**config.mk**
```make
export PLATFORM = sky130hd
export DESIGN_NAME = utf8_stream_decoder
export DESIGN_NICKNAME = d
export VERILOG_FILES = /design/src/sv/utf8d_pkg.sv /design/src/sv/utf8d_step.sv /design/src/sv/utf8_stream_decoder.sv
export SDC_FILE = /design/constraint.sdc
export NUM_CORES = 1
export LEC_CHECK = 0
export BUFFER_PORTS_ARGS = -buffer_cell sky130_fd_sc_hd__buf_2
export CAP_MARGIN = 20
export CORE_MARGIN = 3
export CORE_UTILIZATION = 35
export CTS_BUF_LIST = sky130_fd_sc_hd__clkbuf_4 sky130_fd_sc_hd__clkbuf_8
export CTS_CLUSTER_DIAMETER = 40
export CTS_CLUSTER_SIZE = 20
export DETAILED_ROUTE_END_ITERATION = 10
export GPL_ROUTABILITY_DRIVEN = 0
export PLACE_DENSITY = 0.62
export SYNTH_ARGS = -nofsm -noshare
export SYNTH_HDL_FRONTEND = slang
export SYNTH_SLANG_ARGS = --single-unit
```
**constraint.sdc**
```tcl
create_clock -name clk -period 2.8 [get_ports clk]
set_clock_uncertainty 0.2 [all_clocks]
set_input_delay 0.56 -clock clk [delete_from_list [all_inputs] [get_ports clk]]
set_output_delay 0.56 -clock clk [all_outputs]
set_load 0.005 [all_outputs]
```
**src/sv/utf8d_pkg.sv**
```systemverilog
// shared types, constants and the overlong limit table for the utf-8 stream decoder
package utf8d_pkg;

	localparam int unsigned CP_W   = 31;
	localparam int unsigned LEN_W  = 3;
	localparam int unsigned ST_W   = 2;
	localparam int unsigned BYTE_W = 8;

	// status codes
	localparam logic [ST_W-1:0] ST_OK  = 2'd0;
	localparam logic [ST_W-1:0] ST_ERR = 2'd1;
	localparam logic [ST_W-1:0] ST_END = 2'd2;

	typedef struct packed {
		logic [LEN_W-1:0] rem;
		logic [CP_W-1:0]  partial;
		logic [LEN_W-1:0] total;
	} dec_state_t;

	typedef struct packed {
		logic [CP_W-1:0]  code_point;
		logic [ST_W-1:0]  status;
		logic [LEN_W-1:0] seq_length;
	} dec_result_t;

	// largest value that is overlong for a sequence of the given length
	function automatic logic [CP_W-1:0] overlong_limit(input logic [LEN_W-1:0] len);
		logic [CP_W-1:0] lim;
		lim = '0;
		case (len)
			3'd2:    lim = 31'h0000007f;
			3'd3:    lim = 31'h000007ff;
			3'd4:    lim = 31'h0000ffff;
			3'd5:    lim = 31'h001fffff;
			3'd6:    lim = 31'h03ffffff;
			3'd7:    lim = 31'h03ffffff;
			default: lim = '0;
		endcase
		return lim;
	endfunction

endpackage

```
**src/sv/utf8d_step.sv**
```systemverilog
// combinational decode of one byte against the current sequence state
module utf8d_step (
	input  utf8d_pkg::dec_state_t   cur,
	input  logic [7:0]              byte_in,
	output utf8d_pkg::dec_state_t   nxt,
	output logic                    res_valid,
	output utf8d_pkg::dec_result_t  res
);

	localparam utf8d_pkg::dec_state_t IDLE_STATE = '0;

	logic [utf8d_pkg::CP_W-1:0]  shifted;
	logic [utf8d_pkg::LEN_W-1:0] rem_dec;

	assign shifted = {cur.partial[utf8d_pkg::CP_W-7:0], byte_in[5:0]};
	assign rem_dec = cur.rem - 3'd1;

	always_comb begin
		nxt       = cur;
		res_valid = 1'b0;
		res       = '0;
		if (cur.rem == 3'd0) begin
			if (byte_in == 8'h00) begin
				res_valid  = 1'b1;
				res.status = utf8d_pkg::ST_END;
			end else if (!byte_in[7]) begin
				res_valid      = 1'b1;
				res.code_point = {23'd0, byte_in};
				res.status     = utf8d_pkg::ST_OK;
				res.seq_length = 3'd1;
			end else if ((byte_in & 8'he0) == 8'hc0) begin
				nxt.partial = {26'd0, byte_in[4:0]};
				nxt.total   = 3'd2;
				nxt.rem     = 3'd1;
			end else if ((byte_in & 8'hf0) == 8'he0) begin
				nxt.partial = {27'd0, byte_in[3:0]};
				nxt.total   = 3'd3;
				nxt.rem     = 3'd2;
			end else if ((byte_in & 8'hf8) == 8'hf0) begin
				nxt.partial = {28'd0, byte_in[2:0]};
				nxt.total   = 3'd4;
				nxt.rem     = 3'd3;
			end else if ((byte_in & 8'hfc) == 8'hf8) begin
				nxt.partial = {29'd0, byte_in[1:0]};
				nxt.total   = 3'd5;
				nxt.rem     = 3'd4;
			end else if ((byte_in & 8'hfe) == 8'hfc) begin
				nxt.partial = {30'd0, byte_in[0]};
				nxt.total   = 3'd6;
				nxt.rem     = 3'd5;
			end else begin
				// stray continuation byte or 0xfe/0xff
				nxt        = IDLE_STATE;
				res_valid  = 1'b1;
				res.status = utf8d_pkg::ST_ERR;
			end
		end else if (byte_in[7:6] != 2'b10) begin
			// broken sequence, offending byte dropped
			nxt        = IDLE_STATE;
			res_valid  = 1'b1;
			res.status = utf8d_pkg::ST_ERR;
		end else if (rem_dec != 3'd0) begin
			nxt.partial = shifted;
			nxt.rem     = rem_dec;
		end else begin
			nxt       = IDLE_STATE;
			res_valid = 1'b1;
			if (shifted <= utf8d_pkg::overlong_limit(cur.total)) begin
				res.status = utf8d_pkg::ST_ERR;
			end else begin
				res.code_point = shifted;
				res.status     = utf8d_pkg::ST_OK;
				res.seq_length = cur.total;
			end
		end
	end

endmodule

```
**src/sv/utf8_stream_decoder.sv**
```systemverilog
// top level of the utf-8 stream decoder: input stage, decode step, result register
//
//  channel | dir | tdata (low bit up)                      | tuser
//  s_*     | in  | [7:0] data_byte                         | -
//  m_*     | out | [30:0] code_point, [33:31] seq_length   | [1:0] status
//
// one byte per cycle sustained while the output is not stalled; a byte is registered
// in the input stage, and its result is registered in the result register behind m_tvalid
// the whole per-byte decode is one pass of the step logic, which also updates the
// sequence state; lead and middle bytes of a sequence give no transfer out
// arst_n clears the sequence state and both valid flags
// a stalled output only holds the input stage when that byte would produce a result
module utf8_stream_decoder (
	input  logic        clk,
	input  logic        arst_n,
	input  logic        s_tvalid,
	output logic        s_tready,
	input  logic [7:0]  s_tdata,   // [7:0] data_byte
	output logic        m_tvalid,
	input  logic        m_tready,
	output logic [39:0] m_tdata,   // [30:0] code_point, [33:31] seq_length, rest zero
	output logic [1:0]  m_tuser    // [1:0] status
);

	// input stage
	logic       valid_s1;
	logic [7:0] byte_s1;

	// decoder state carried between bytes
	utf8d_pkg::dec_state_t state_q;
	utf8d_pkg::dec_state_t state_nxt;

	// step outputs
	logic                   res_valid;
	utf8d_pkg::dec_result_t res;

	// result register
	logic                   valid_s2;
	utf8d_pkg::dec_result_t res_s2;

	logic out_free;
	logic s1_fire;
	logic in_fire;

	utf8d_step u_step (
		.cur       (state_q),
		.byte_in   (byte_s1),
		.nxt       (state_nxt),
		.res_valid (res_valid),
		.res       (res)
	);

	// result register is free when empty or being drained this cycle
	assign out_free = !valid_s2 || m_tready;
	// a byte leaves the input stage unless it has a result with nowhere to go
	assign s1_fire  = valid_s1 && (!res_valid || out_free);
	assign s_tready = !valid_s1 || s1_fire;
	assign in_fire  = s_tvalid && s_tready;

	always_ff @(posedge clk or negedge arst_n) begin
		if (!arst_n) begin
			valid_s1 <= 1'b0;
		end else if (in_fire) begin
			valid_s1 <= 1'b1;
		end else if (s1_fire) begin
			valid_s1 <= 1'b0;
		end
	end

	always_ff @(posedge clk) begin
		if (in_fire) begin
			byte_s1 <= s_tdata;
		end
	end

	always_ff @(posedge clk or negedge arst_n) begin
		if (!arst_n) begin
			state_q <= '0;
		end else if (s1_fire) begin
			state_q <= state_nxt;
		end
	end

	always_ff @(posedge clk or negedge arst_n) begin
		if (!arst_n) begin
			valid_s2 <= 1'b0;
		end else if (s1_fire && res_valid) begin
			valid_s2 <= 1'b1;
		end else if (m_tready) begin
			valid_s2 <= 1'b0;
		end
	end

	always_ff @(posedge clk) begin
		if (s1_fire && res_valid) begin
			res_s2 <= res;
		end
	end

	assign m_tvalid = valid_s2;
	assign m_tdata  = {6'd0, res_s2.seq_length, res_s2.code_point};
	assign m_tuser  = res_s2.status;

`ifndef SYNTHESIS
	// mid-sequence the remaining count stays below the sequence length
	a_rem_below_total: assert property (@(posedge clk) disable iff (!arst_n)
		state_q.rem != 3'd0 |-> (state_q.rem < state_q.total && state_q.total >= 3'd2))
		else $error("remaining byte count out of step with sequence length");

	// error and end transfers carry no code point and no length
	a_nonok_zero: assert property (@(posedge clk) disable iff (!arst_n)
		(m_tvalid && m_tuser != utf8d_pkg::ST_OK) |-> (m_tdata == 40'd0))
		else $error("non-ok transfer carries payload");

	// ok transfers have a length of one to six and no unused status code appears
	a_ok_len: assert property (@(posedge clk) disable iff (!arst_n)
		m_tvalid |-> (m_tuser != 2'd3 &&
			(m_tuser != utf8d_pkg::ST_OK ||
			 (m_tdata[33:31] != 3'd0 && m_tdata[33:31] != 3'd7))))
		else $error("bad status or length on output");

	// a held input byte only waits on a blocked result register
	a_stall_cause: assert property (@(posedge clk) disable iff (!arst_n)
		(valid_s1 && !s1_fire) |-> (valid_s2 && !m_tready && res_valid))
		else $error("input stage stalled without output back-pressure");
`endif

endmodule

```
==> results.toml <==
[power]
p_int_mw = 2.927
vdd_drop_max_mv = 0.4877
pwr-share-clk_pct = 15.4
p_leak_nw = 2.117
p_sw_share_pct = 40.80
pwr_density_cell_nw_per_um2 = 973.6
p_seq_share_pct = 33.0
combPwrFrac_pct = 51.6
switchingPower_mw = 2.017

[floorplanning]
core_area_sq_um = 11520
die_y_um = 115.0
rows = 39
fp.dieW_um = 115.0
design.die.area_sq_um = 13230
initial_core_util_pct = 36.14
boundaryPins = 56

[clock_tree]
cts.sinks = 77
numCtsBuffers = 9
cts_hold_buf = 0
cts-root-buf = "clkbuf_8"
htree_num_levels = 3
clk_pin_slew_ns = 0.08
cts_tree = "built"
cts_buffer_depth = 2
insertion_delay_ns = 0.36

[timing]
hold_ws_ns = 0.07365
fin_crit_sh_pct = 96.16
worstMarginPinSlew_ns = 0.7944
timing.slew.headroom_pct = 47.04
fmaxAchievable_mhz = 371.4
rsz0062_at_grt = "true"
setup_viol = 0
min_period_ns = 2.692
setup_slack_ns = 0.1077
drv_slew = 0
finalHoldViolations = 0

[logic_synthesis]
netlist_area_sq_um = 4161
yosys.area.top_type_share_pct = 31.75
synth_flop_cell = "edfxtp_1"
synth-seq-cells = 77
synth_edf_count = 44
yosysMostFrequentCell = "nand2_1"
synth_cell_types = 46
yosys_warnings = 0
ys_async_sr_fraction_pct = 42.86
ys_top_cells_by_count = "63 x nand2_1, 44 x edfxtp_1, 44 x o21ai_0"
syn_inst = 415
yosys-top-cells-area = "edfxtp_1 32%, dfrtp_1 20%, ha_1 8.7%"
yosysSeqAreaShare_pct = 51.59
yosys.area.top_type = "edfxtp_1"
syn_avg_cell_area_sq_um = 10.03

[hold_path]
hold_class = "primary input to async pin"

[cells_and_area]
antennaDiodeCount = 0
drive_above_1_share_pct = 27.71
area_growth_pct = 22.04
fin_nets = 534
instances_no_fill = 641

[placed_design]
post-place-ws_ns = 0.01760
dp.cells = 598
io_buffers = 49
dpl.hpwl_mm = 6.905

[global_routing]
gr-total-overflow = 0
grt_pass1_vias = 3330
grt_max_degree = 37
grt_pass1_wl_mm = 16.24
antenna_found_initial = 0
grt_use_total_pct = 15.48

[drt]
via_per_inst = 5.371
drt_wl_total_mm = 9.808
dr.pass1.iters = 5
drc = 0
wl_per_cell_um = 15.30
dr_total_vias = 3443
ant_nets = 0
drt_iter0_markers = 244

[critical_path]
cp_max_fo = 4
cp_slowest_cell = "dfrtp_1"
critPathTopFamily = "simple AND/OR/NAND/NOR gates"
critPathArrivalTime_ns = 1.93
critPathLaunchType = "flip-flop"
critPathKind = "flip-flop to primary output"
reg2reg_from = "state_q[1]"
r2r-end = "m_tdata[24]"
path_cells = "inv_2 -> ha_4 -> nand2b_4 -> a211o_1 -> o211ai_1 -> nand2_1 -> or2_4 -> buf_6"
critical_path_buf_inv_count = 2
worstPathRequired_ns = 2.04
r2r_cells = 9
slowest_delay_ns = 0.39
r2r_slack_ns = 0.11
crit_path_end_kind = "primary output"

[outcome]
status = "complete, no violations"

[run]
cap_violations = 0
[power by group through the flow]
stage | sequential (mW) | combinational, mW | clock (mW)
6_report | 1.63 | 2.55 | 0.760
5_1_grt | 1.66 | 2.82 | 0.827
4_1_cts | 1.63 | 2.33 | 0.784
3_5_place_dp | 1.66 | 2.13 | 0
3_3_place_gp | 1.65 | 2.08 | 0
2_1_floorplan | 1.63 | 1.41 | 0
[worst reg2reg max path: stages (launching register included)]
cell and delay (ns):
dfrtp_2 0.43, or2_2 0.35, inv_4 0.10, ha_1 0.25, a21oi_1 0.13, o21ai_0 0.12
o21a_1 0.23, nor4_4 0.31, buf_6 0.23, nor3_1 0.09
[area by class of cell]
| type | count | area [sq um] |
|---|---|---|
| sequential | 77 | 2151 |
| timing repair buffer | 94 | 621.8 |
| clock buffer | 13 | 153.9 |
| fill | 1105 | 6437 |
| inverter | 12 | 50.05 |
| clock inverter | 3 | 21.27 |
| multi-input combinational | 299 | 1902 |
| tap | 143 | 178.9 |
[cell families after synthesis]
group,after synthesis,share of synthesized area (%)
multiplexers,1,0.2706
AND/OR/NAND/NOR,174,20.57
buffers and inverters,44,5.111
AO/OA/AOI/OAI,89,13.65
adder cells (fa/ha/maj),29,8.719
other,1,0.09011
flip-flops,77,51.59
[timing repair]
item	in CTS	in global routing
resized for setup	9	18
setup endpoints to repair	8	32
setup buffers	14	14
pin swaps	4	8
[metrics by stage]
stage	utilization, %	total power, mW	area [sq um]	TNS (ns)
finish	44.10	4.944	5079	0
global route	44.10	5.309	5079	-0.9449
CTS	42.70	4.747	4917	0
detailed placement	39.99	3.781	4606	0
global placement	39.99	3.730	4606	0
floorplan	-	3.037	4180	0
[sequential cells by signal, indices dropped and copies added, names as in the netlist]
signal,cells
m_tdata,34
state_q,31
byte_s1,8
m_tuser,2
m_tvalid,1
valid_s1,1
[how the worst max path moves through the flow]
stage          cells after the start        start           to  slack [ns]
2_1_floorplan                      6  state_q[34]   m_tdata[0]        0.12
3_3_place_gp                      10   state_q[1]  m_tdata[31]        0.07
3_5_place_dp                       9   state_q[1]  m_tdata[24]        0.02
4_1_cts                            8  state_q[35]     s_tready        0.03
5_1_grt                           10   state_q[0]  m_tdata[10]       -0.05
6_report                           8  state_q[34]     s_tready        0.11
[routing by layer]
layer  vias to the layer above  global-route usage, %  share of wire (%)
met5                         -                      0                  0
met4                         0                  6.808                1.6
met3                        15                  3.684                5.8
met2                       109                  25.46                 49
met1                      1649                  19.39                 44
li1                       1670                      -                  -
[cell usage in the layout, fill, tap and decap left out, drive strengths merged, types with 2 or more instances in the layout]
master / n
a32o: 7
inv: 13
and2: 2
conb: 6
nand2b: 7
ha: 29
nor2: 15
nand3: 29
and3: 6
buf: 94
o211ai: 4
nand3b: 2
clkbuf: 13
nor3: 25
edfxtp: 44
nand2: 63
a211oi: 3
or2: 3
nand4: 15
clkinv: 2
o21ai: 46
dfrtp: 33
a21o: 2
nor4: 4
a21oi: 16
No activity file was read; power rests on OpenSTA's default activity.
